--- src/rtl/mkne_pkg.sv ---
// shared types, constants and key table for the keypad number entry block
`timescale 1ns / 1ps
`default_nettype none
package mkne_pkg;

  localparam logic [3:0] ALL_HIGH  = 4'hF;
  localparam logic [7:0] CHAR_ZERO = 8'h30;
  localparam logic [7:0] CHAR_NINE = 8'h39;
  localparam logic [7:0] CHAR_STAR = 8'h2A;
  localparam logic [7:0] CHAR_HASH = 8'h23;

  typedef struct packed {
    logic        echo_valid;
    logic [7:0]  echo_char;
    logic        number_done;
    logic [31:0] number_value;
  } acc_res_t;

  function automatic logic [7:0] key_lookup(input logic [1:0] row, input logic [1:0] col);
    logic [7:0] k;
    unique case ({row, col})
      4'h0: k = 8'h31;
      4'h1: k = 8'h32;
      4'h2: k = 8'h33;
      4'h3: k = 8'h41;
      4'h4: k = 8'h34;
      4'h5: k = 8'h35;
      4'h6: k = 8'h36;
      4'h7: k = 8'h42;
      4'h8: k = 8'h37;
      4'h9: k = 8'h38;
      4'hA: k = 8'h39;
      4'hB: k = 8'h43;
      4'hC: k = CHAR_STAR;
      4'hD: k = CHAR_ZERO;
      4'hE: k = CHAR_HASH;
      default: k = 8'h44;
    endcase
    return k;
  endfunction

  function automatic logic [1:0] first_low_column(input logic [3:0] cols);
    logic [1:0] c;
    if (!cols[0]) c = 2'd0;
    else if (!cols[1]) c = 2'd1;
    else if (!cols[2]) c = 2'd2;
    else c = 2'd3;
    return c;
  endfunction

endpackage
`default_nettype wire

--- src/rtl/matrix_keypad_number_entry.sv ---
// 4x4 matrix keypad scanner with decimal number entry, top level
// each accepted transaction's result is registered in the output register
// throughput: one transaction per cycle while in_stall is low; the output register frees while it is taken
// in_stall is raised only while a result waits and out_stall is high
// reset (synchronous, active low): wait for press, row 0, held key and number zero,
// echo_digits 0, no result pending
`timescale 1ns / 1ps
`default_nettype none
module matrix_keypad_number_entry #(
  parameter int NUMBER_WIDTH = 32
) (
  input  wire logic        clk,
  input  wire logic        rst_n,
  input  wire logic        in_valid,
  output logic             in_stall,
  input  wire logic [3:0]  in_column_levels,
  output logic             out_valid,
  input  wire logic        out_stall,
  output logic [3:0]       out_row_drive,
  output logic             out_key_valid,
  output logic [7:0]       out_key_code,
  output logic             out_echo_valid,
  output logic [7:0]       out_echo_char,
  output logic             out_number_done,
  output logic [31:0]      out_number_value,
  input  wire logic        cfg_valid,
  output logic             cfg_ready,
  input  wire logic        cfg_echo_digits
);

  typedef enum logic [1:0] {
    PH_WAIT    = 2'd0,
    PH_SEARCH  = 2'd1,
    PH_RELEASE = 2'd2
  } phase_t;

  phase_t                  phase_r, phase_nxt;
  logic [1:0]              row_r, row_nxt;
  logic [7:0]              held_r, held_nxt;
  logic [NUMBER_WIDTH-1:0] num_r, num_nxt;
  logic                    echo_digits_r;
  logic                    out_valid_r;
  logic [3:0]              row_drive_r, row_drive_nxt;
  logic                    key_valid_r, key_valid_nxt;
  logic [7:0]              key_code_r, key_code_nxt;
  mkne_pkg::acc_res_t      acc_r, acc_nxt;
  logic                    accept;
  logic                    pressed;
  logic                    release_ev;

  assign in_stall  = out_valid_r && out_stall;
  assign accept    = in_valid && !in_stall;
  assign cfg_ready = 1'b1;
  assign pressed   = in_column_levels != mkne_pkg::ALL_HIGH;

  always_comb begin
    phase_nxt     = phase_r;
    row_nxt       = row_r;
    held_nxt      = held_r;
    row_drive_nxt = 4'h0;
    key_valid_nxt = 1'b0;
    key_code_nxt  = 8'h00;
    release_ev    = 1'b0;
    unique case (phase_r)
      PH_SEARCH: begin
        if (pressed) begin
          held_nxt  = mkne_pkg::key_lookup(row_r,
                                           mkne_pkg::first_low_column(in_column_levels));
          phase_nxt = PH_RELEASE;
        end else if (row_r == 2'd3) begin
          row_nxt   = 2'd0;
          phase_nxt = PH_WAIT;
        end else begin
          row_nxt       = row_r + 2'd1;
          row_drive_nxt = ~(4'b0001 << (row_r + 2'd1));
        end
      end
      PH_RELEASE: begin
        if (!pressed) begin
          release_ev    = 1'b1;
          key_valid_nxt = 1'b1;
          key_code_nxt  = held_r;
          phase_nxt     = PH_WAIT;
        end
      end
      default: begin
        phase_nxt = PH_WAIT;
        if (pressed) begin
          row_nxt       = 2'd0;
          phase_nxt     = PH_SEARCH;
          row_drive_nxt = 4'b1110;
        end
      end
    endcase
  end

  mkne_accum #(
    .NUMBER_WIDTH(NUMBER_WIDTH)
  ) u_accum (
    .key_en      (release_ev),
    .key         (held_r),
    .echo_digits (echo_digits_r),
    .num         (num_r),
    .num_nxt     (num_nxt),
    .res         (acc_nxt)
  );

  always_ff @(posedge clk) begin
    if (!rst_n) begin
      phase_r       <= PH_WAIT;
      row_r         <= 2'd0;
      held_r        <= 8'h00;
      num_r         <= '0;
      echo_digits_r <= 1'b0;
      out_valid_r   <= 1'b0;
      row_drive_r   <= 4'h0;
      key_valid_r   <= 1'b0;
      key_code_r    <= 8'h00;
      acc_r         <= '0;
    end else begin
      if (cfg_valid && cfg_ready) begin
        echo_digits_r <= cfg_echo_digits;
      end
      if (accept) begin
        phase_r     <= phase_nxt;
        row_r       <= row_nxt;
        held_r      <= held_nxt;
        num_r       <= num_nxt;
        out_valid_r <= 1'b1;
        row_drive_r <= row_drive_nxt;
        key_valid_r <= key_valid_nxt;
        key_code_r  <= key_code_nxt;
        acc_r       <= acc_nxt;
      end else if (!out_stall) begin
        out_valid_r <= 1'b0;
      end
    end
  end

  assign out_valid        = out_valid_r;
  assign out_row_drive    = row_drive_r;
  assign out_key_valid    = key_valid_r;
  assign out_key_code     = key_code_r;
  assign out_echo_valid   = acc_r.echo_valid;
  assign out_echo_char    = acc_r.echo_char;
  assign out_number_done  = acc_r.number_done;
  assign out_number_value = acc_r.number_value;

  // an echo or a finished number only comes with a released key
  assert property (@(posedge clk) disable iff (!rst_n)
    out_valid_r && (out_echo_valid || out_number_done) |-> out_key_valid)
    else $error("echo or number without a key release");

  // a digit and a terminator cannot both be acted on in one transaction
  assert property (@(posedge clk) disable iff (!rst_n)
    out_valid_r |-> !(out_echo_valid && out_number_done))
    else $error("echo and number done together");

  // a released key always returns to driving all rows low
  assert property (@(posedge clk) disable iff (!rst_n)
    out_valid_r && out_key_valid |-> out_row_drive == 4'h0)
    else $error("row drive not idle on release");

  // during the row search exactly one row is driven low
  assert property (@(posedge clk) disable iff (!rst_n)
    out_valid_r && (out_row_drive != 4'h0) |-> $countones(out_row_drive) == 3)
    else $error("more than one row driven during search");

endmodule
`default_nettype wire

--- src/rtl/mkne_accum.sv ---
// decimal number accumulator and echo generation for a released key
`timescale 1ns / 1ps
`default_nettype none
module mkne_accum #(
  parameter int NUMBER_WIDTH = 32
) (
  input  wire logic                    key_en,
  input  wire logic [7:0]              key,
  input  wire logic                    echo_digits,
  input  wire logic [NUMBER_WIDTH-1:0] num,
  output logic [NUMBER_WIDTH-1:0]      num_nxt,
  output mkne_pkg::acc_res_t           res
);

  logic                    is_digit;
  logic [7:0]              digit;
  logic [NUMBER_WIDTH-1:0] num_x10;

  assign is_digit = (key >= mkne_pkg::CHAR_ZERO) && (key <= mkne_pkg::CHAR_NINE);
  assign digit    = key - mkne_pkg::CHAR_ZERO;
  assign num_x10  = (num << 3) + (num << 1);

  always_comb begin
    num_nxt = num;
    res     = '0;
    if (key_en) begin
      if (is_digit) begin
        num_nxt        = num_x10 + NUMBER_WIDTH'(digit);
        res.echo_valid = 1'b1;
        res.echo_char  = echo_digits ? key : mkne_pkg::CHAR_STAR;
      end else if (key == mkne_pkg::CHAR_HASH) begin
        num_nxt          = '0;
        res.number_done  = 1'b1;
        res.number_value = 32'(num);
      end
    end
  end

endmodule
`default_nettype wire

--- config.mk ---
export PLATFORM = sky130hd
export DESIGN_NAME = matrix_keypad_number_entry
export DESIGN_NICKNAME = d
export VERILOG_FILES = /design/src/rtl/mkne_pkg.sv /design/src/rtl/matrix_keypad_number_entry.sv /design/src/rtl/mkne_accum.sv
export SDC_FILE = /design/constraint.sdc
export NUM_CORES = 1
export LEC_CHECK = 0
export ABC_AREA = 0
export ABC_CLOCK_PERIOD_IN_PS = 3050
export BUFFER_PORTS_ARGS = -buffer_cell sky130_fd_sc_hd__buf_4
export CAP_MARGIN = 20
export CORE_MARGIN = 10
export CORE_UTILIZATION = 54
export CTS_CLUSTER_DIAMETER = 100
export DETAILED_ROUTE_END_ITERATION = 10
export PLACE_DENSITY = 0.75
export SYNTH_ARGS = -nofsm -noshare
export SYNTH_HDL_FRONTEND = slang
export SYNTH_SLANG_ARGS = --single-unit
--- constraint.sdc ---
create_clock -name clk -period 3.05 [get_ports clk]
set_input_delay 0.61 -clock clk [delete_from_list [all_inputs] [get_ports clk]]
set_output_delay 0.61 -clock clk [all_outputs]
set_load 0.1 [all_outputs]
* After elaboration in Yosys (flattened, before gate mapping)
Memories as Yosys holds them, arrays and structs flattened. A register that Yosys moved wholly into a read port is not among the register bits.
Index checks and enable logic that the tools add are counted.
Widths: inputs -> output; s select.
** Word-level totals
- Register bits after elaboration :: 101
- Memory bits (read-only) :: 112
- Bits of input ports :: 10
- Output and inout port bits :: 58
- Word-level logic and storage cells :: 74
- Memories :: 1
** Memories
- (no name shown) :: depth 16, bits a word 7, read ports 1, clocked after Yosys merged registers in 1, wr ports 0, RTL line mkne_pkg.sv:21 : unique case ({row, col})
** Cells by class
- Add/subtract/negate cells :: 4
- Order comparisons :: 2
- Equal/unequal tests :: 9
- Shift operators :: 1
- Mux-type cells :: 31
- Bitwise gates (word level) :: 2
- Reductions and logical operators :: 11
** Operators by type and width (number)
- $mux 33 :: 2
- $mux 32 :: 2
- $mux 42 :: 1
- $add 32x32->32 :: 1
- $add 32x8->32 :: 1
- $mux 8 :: 3
- $mux 2 :: 10
- $mux 4 :: 3
- $mux 9 :: 1
- $reduce_and 3->1 :: 3
- $eq 8x6->1 const B :: 1
- $ge 8x6->1 const B :: 1
- $le 8x6->1 const B :: 1
- $pmux 2 s2 :: 2
- $pmux 4 s2 :: 1
- $sub 8x6->8 const B :: 1
- $mux 1 :: 6
- $eq 2x2->1 const B :: 2
- $ne 2x2->1 const B :: 2
- $ne 4x4->1 const B :: 1
- $not 4->4 :: 1
- $reduce_and 4->1 :: 1
- $reduce_bool 2->1 :: 2
- $shl 1x2->4 const A :: 1
- other kinds (7) :: 10

* Logic depth before layout (Yosys ltp)
- Word-level depth :: 6
- Gate-level depth with buffers :: 13
- Gate-level depth less buffers :: 13

* By module
Synthesis repeated with hierarchy kept, for this count alone.
** Unflattened totals
- Cell total of the unflattened synthesis :: 858
- Area total of the unflattened synthesis :: 6755.2 µm²
** Modules (own cells, without submodules)
- matrix_keypad_number_entry :: instances 1, cells each 480, area each 4073.9 µm², sequential area each 1981.9 µm²
- mkne_accum :: instances 1, cells each 378, area each 2681.3 µm², sequential area each 0.0 µm²

* Worst setup path before layout
No wires, ideal clock.
- Path kind :: reg2reg
- From :: register held_r[4]
- To :: register num_r[28]
- Setup time :: 0.063 ns
- Arrival :: 2.910 ns
- Data required time :: 2.987 ns
- Slack :: 0.077 ns
- Cell stages (with the launch flop) :: 14
- Buffers on the path :: 0
- Period minus slack after synthesis :: 2.973 ns
- Cell sequence :: dfxtp_1 -> ha_1 -> inv_1 -> ha_1 -> inv_1 -> fa_1 -> ha_1 -> nand2_1 -> o211ai_1 -> a22oi_1 -> o21ai_1 -> a31oi_1 -> or4_1 -> nand3_1
** On the way
- Longest elaborated chain between the ends :: 4
- Elaborated cells between the ends (all ways) :: 9
- Classes of those cells :: 2 x add/sub; 2 x order compare; 1 x eq/ne; 1 x mux; 3 x reduce/logical
** RTL lines
- start, declared :: RTL line matrix_keypad_number_entry.sv:39 : logic [7:0] held_r, held_nxt;
- branches (longest 4 deep; another with $add 32x8->32)
- end signal, assigned :: RTL line matrix_keypad_number_entry.sv:128 : num_r <= num_nxt;
- end, declared :: RTL line matrix_keypad_number_entry.sv:40 : logic [NUMBER_WIDTH-1:0] num_r, num_nxt;
Several ways; the timed one is not identified.
A chain may end at the register's enable or synchronous reset.

* Worst setup path after layout
- From :: register held_r[4]
- To :: register num_r[26]
Same word-level chain as after synthesis.

==> tab_implementation.tex <==
\begin{tabular}{lr}
\hline
Metric & Value \\
\hline
\multicolumn{2}{l}{\textbf{Worst setup path}} \\
\quad Worst stage delay on the critical path & 520 ps \\
\quad CP startpoint & held\_r[4] \\
\quad Critical path cell sequence & ha\_4 > inv\_2 > ha\_4 > inv\_2 > fa\_1 > ha\_4 > nand2\_4 > o211ai\_1 > a22oi\_2 > buf\_4 > a21oi\_4 > a31oi\_2 > xnor2\_1 > o21ai\_1 \\
\quad Crit path arrival time & 3390 ps \\
\quad Slowest stage cell on the critical path & sky130\_fd\_sc\_hd\_\_fa\_1 \\
\quad Critical Path Sink Type & register \\
\quad Launching point of the worst reg2reg path & held\_r[4] \\
\quad Count of buffering cells on the critical path with inverters included & 3 \\
\quad Peak fanout along the critical path & 4 \\
\quad Largest delay contributor family on the critical path & adder cells \\
\quad Data required time of the worst path & 3340 ps \\
\quad Startpoint-to-endpoint class of the critical path & reg2reg \\
\quad Crit start category & register \\
\quad CP most frequent cell & sky130\_fd\_sc\_hd\_\_ha\_4 \\
\multicolumn{2}{l}{\textbf{Timing}} \\
\quad Setup tns final & -58.4 ps \\
\quad Crit path setup slack, layout & -49.5 ps \\
\quad Achievable clock frequency & 323 MHz \\
\quad Number of max-slew violations in the final report & 0 \\
\quad Period minus WS final & 3100 ps \\
\quad Post-Route Hold Slack & 427 ps \\
\quad Number of failing setup endpoints in the final timing report & 2 \\
\quad Final worst clock skew & 10.5 ps \\
\quad Fin crit share & 102\% \\
\quad Unrepaired setup endpoints after global routing & true \\
\quad Hold Fails Final Rpt & 0 \\
\quad Relative max-transition margin & 44.1\% \\
\quad Tightest Pin Transition & 838 ps \\
\multicolumn{2}{l}{\textbf{Cells and area}} \\
\quad Count of inserted antenna diode cells & 0 \\
\quad Fraction of layout instances using a drive strength above 1 & 19.4\% \\
\quad Number of standard cells in the layout, taps in and fillers out & 913 \\
\quad Area delta synth->final & 18.8\% \\
\quad Number of fillers in the final layout & 937 \\
\quad Share of the core filled with cells & 65.4\% \\
\quad Net count reported at finish & 852 \\
\quad Design Area, Final & 7090 sq um \\
\quad Highest-count cells in the layout ignoring fill and taps & sky130\_fd\_sc\_hd\_\_buf\_4 (102), sky130\_fd\_sc\_hd\_\_dfxtp\_1 (96), sky130\_fd\_sc\_hd\_\_nand2\_1 (65) \\
\quad Most common library cell in the layout ignoring fill and taps & sky130\_fd\_sc\_hd\_\_buf\_4 \\
\multicolumn{2}{l}{\textbf{Power}} \\
\quad Pleak & 2.98 nW \\
\quad Maximum vdd ir drop & 0.000281 V \\
\quad Power density cells & 327 nW/um\^{}2 \\
\quad Total power of the final layout & 2.32 mW \\
\multicolumn{2}{l}{\textbf{Placed design}} \\
\quad Placed Instances & 891 \\
\quad Post-DP HPWL & 11.4 mm \\
\quad Final RePlAce weighted congestion & 0.894 \\
\quad Pre-CTS setup slack & -111 ps \\
\quad Number of buffer cells added on primary ports & 64 \\
\quad DP Area & 6700 sq um \\
\multicolumn{2}{l}{\textbf{Status}} \\
\quad Failing checks & setup timing \\
\quad Run status & finished with violations \\
\multicolumn{2}{l}{\textbf{Logic synthesis}} \\
\quad Post-synthesis average cell area & 8.62 sq um \\
\quad Async set-or-reset flop fraction in the synthesized netlist & 0\% \\
\quad Count of flip-flops with a built-in enable after synthesis & 0 \\
\quad Dominant synthesized flop cell & sky130\_fd\_sc\_hd\_\_dfxtp\_1 \\
\quad Synthesis Warnings & 0 \\
\quad Synthesized cell area & 5970 sq um \\
\quad Flip-flop and latch count after synthesis & 98 \\
\quad Sequential area share after synthesis & 32.9\% \\
\quad Count of unique library cells instantiated by Yosys & 58 \\
\quad Number of instances in the synthesized netlist & 693 \\
\quad Top cells by area in the synthesized netlist & sky130\_fd\_sc\_hd\_\_dfxtp\_1 (33\%), sky130\_fd\_sc\_hd\_\_ha\_1 (14\%), sky130\_fd\_sc\_hd\_\_nor2b\_1 (6.0\%), sky130\_fd\_sc\_hd\_\_a22oi\_1 (5.8\%), sky130\_fd\_sc\_hd\_\_nand2\_1 (4.1\%) \\
\quad Share of Yosys cell area claimed by the top area cell type & 32.9\% \\
\quad Dominant cell type by area after synthesis & sky130\_fd\_sc\_hd\_\_dfxtp\_1 \\
\multicolumn{2}{l}{\textbf{Global routing}} \\
\quad Global route overflow & 0 \\
\quad Via count of the first global-routing pass & 5,214 \\
\quad First-pass GRT wire length & 25.3 mm \\
\quad Pin count of the biggest net entering global routing & 69 \\
\quad Global router's overall resource usage & 19.0\% \\
\quad Initial antenna violation count & 0 \\
\multicolumn{2}{l}{\textbf{Clock network}} \\
\quad TritonCTS clock tree & yes \\
\quad Clock edge transition at the registers on the reported setup and hold paths & 100 ps \\
\quad H-tree depth & 3 \\
\quad Master cell of the clock root buffer & sky130\_fd\_sc\_hd\_\_clkbuf\_8 \\
\quad Buffer depth of the longest clock path & 2 \\
\quad CTS buffer count & 9 \\
\quad Clock insertion delay at the later pin of the skew report & 400 ps \\
\quad Count of clock tree sinks & 98 \\
\multicolumn{2}{l}{\textbf{Routing}} \\
\quad Post-route DRC & 0 \\
\quad Drt first pass iters & 5 \\
\quad Detailed router's first-iteration violation count & 264 \\
\quad Via count of the routed design & 5,359 \\
\quad WL final & 15.5 mm \\
\quad Vias per cell & 5.87 \\
\quad Wire length per cell after detailed routing & 17.0 um \\
\quad Final antenna-violating net count & 0 \\
\multicolumn{2}{l}{\textbf{Floorplanning}} \\
\quad Core outline area & 10,800 sq um \\
\quad Standard-cell row count & 38 \\
\quad Floorplan die height & 125 um \\
\quad Count of boundary I/O pins & 68 \\
\quad Chip Width & 125 um \\
\quad Floorplan die area & 15,700 sq um \\
\quad Starting density of the core & 55.1\% \\
\multicolumn{2}{l}{\textbf{Hold path}} \\
\quad Min-Delay Startpoint & in\_valid \\
\quad Hold WC Path Type & in2reg \\
\multicolumn{2}{l}{\textbf{Run}} \\
\quad Total of max-cap violations & 0 \\
\hline
\end{tabular}
## state kept, by name, summed over array words and instances, names as in the netlist, 2 cells and up
| signal | cells |
|---|---|
| held_r | 7 |
| out_number_value | 32 |
| out_row_drive | 4 |
| out_key_code | 7 |
| row_r | 2 |
| phase_r | 2 |
| out_echo_char | 7 |
| num_r | 32 |
## where the power goes
group / switching [mW] / leakage, nW / internal, mW / total (mW)
Combinational: 0.144 / 2.10 / 0.0696 / 0.214
Clock: 0.504 / 0.0875 / 0.303 / 0.807
Sequential: 0.00960 / 0.792 / 1.29 / 1.30
Total: 0.658 / 2.98 / 1.66 / 2.32
## synth_stat cells (9+ instances only)
cell type,instances
sky130_fd_sc_hd__dfxtp_1,98
sky130_fd_sc_hd__ha_1,68
sky130_fd_sc_hd__nand2_1,66
sky130_fd_sc_hd__nor2b_1,57
sky130_fd_sc_hd__a22oi_1,46
sky130_fd_sc_hd__a21oi_1,43
sky130_fd_sc_hd__o21ai_0,38
sky130_fd_sc_hd__inv_1,28
sky130_fd_sc_hd__nor2_1,24
sky130_fd_sc_hd__clkbuf_1,21
sky130_fd_sc_hd__a21boi_0,18
sky130_fd_sc_hd__nand3_1,18
sky130_fd_sc_hd__xnor2_1,13
sky130_fd_sc_hd__nor3_1,11
sky130_fd_sc_hd__xor2_1,11
sky130_fd_sc_hd__and2_1,10
sky130_fd_sc_hd__buf_2,9
## logic make-up after synthesis
family                     synth area share (%)
AOI/OAI and AO/OA                          23.1
adders and majority gates                  16.3
DFF                                        32.9
and+or+nand+nor                            18.7
xor gates and xnor gates                   3.52
other                                     0.126
buffers and inverters                      4.73
muxes                                     0.691
## final timing paths
kind | end | slack (ps) | cells after the start
setup reg to reg | num_r[26] | -50 | 14
setup / recovery | num_r[26] | -50 | 14
hold / removal | out_valid | 430 | 2
hold reg to reg | out_row_drive[0] | 470 | 2
## layout make-up
cell class	instances	area, sq um	share of cell area (%)
clock buffers	9	124	1.75
flip-flops and latches	98	1970	27.8
inverters	28	105	1.48
clock inverters	7	53.8	0.759
multi-input cells	529	3900	55.0
repair buffers	102	766	10.8
well taps	140	175	2.47
## metal layers
| metal | up-vias | routed length [um] | global-route usage, % |
|---|---|---|---|
| li1 | 2618 | - | - |
| met4 | 0 | 386 | 8.88 |
| met3 | 31 | 885 | 4.31 |
| met5 | - | 0 | 0 |
| met1 | 2554 | 6910 | 22.9 |
| met2 | 156 | 7300 | 31.6 |
## repair_timing
action	4_1_cts	5_1_grt
hold buffers	0	0
endpoints found under the setup margin	15	20
gates resized for setup	11	26
pin swaps	3	17
setup buffers	2	4
Note: power is estimated with default switching activity, not from simulation.
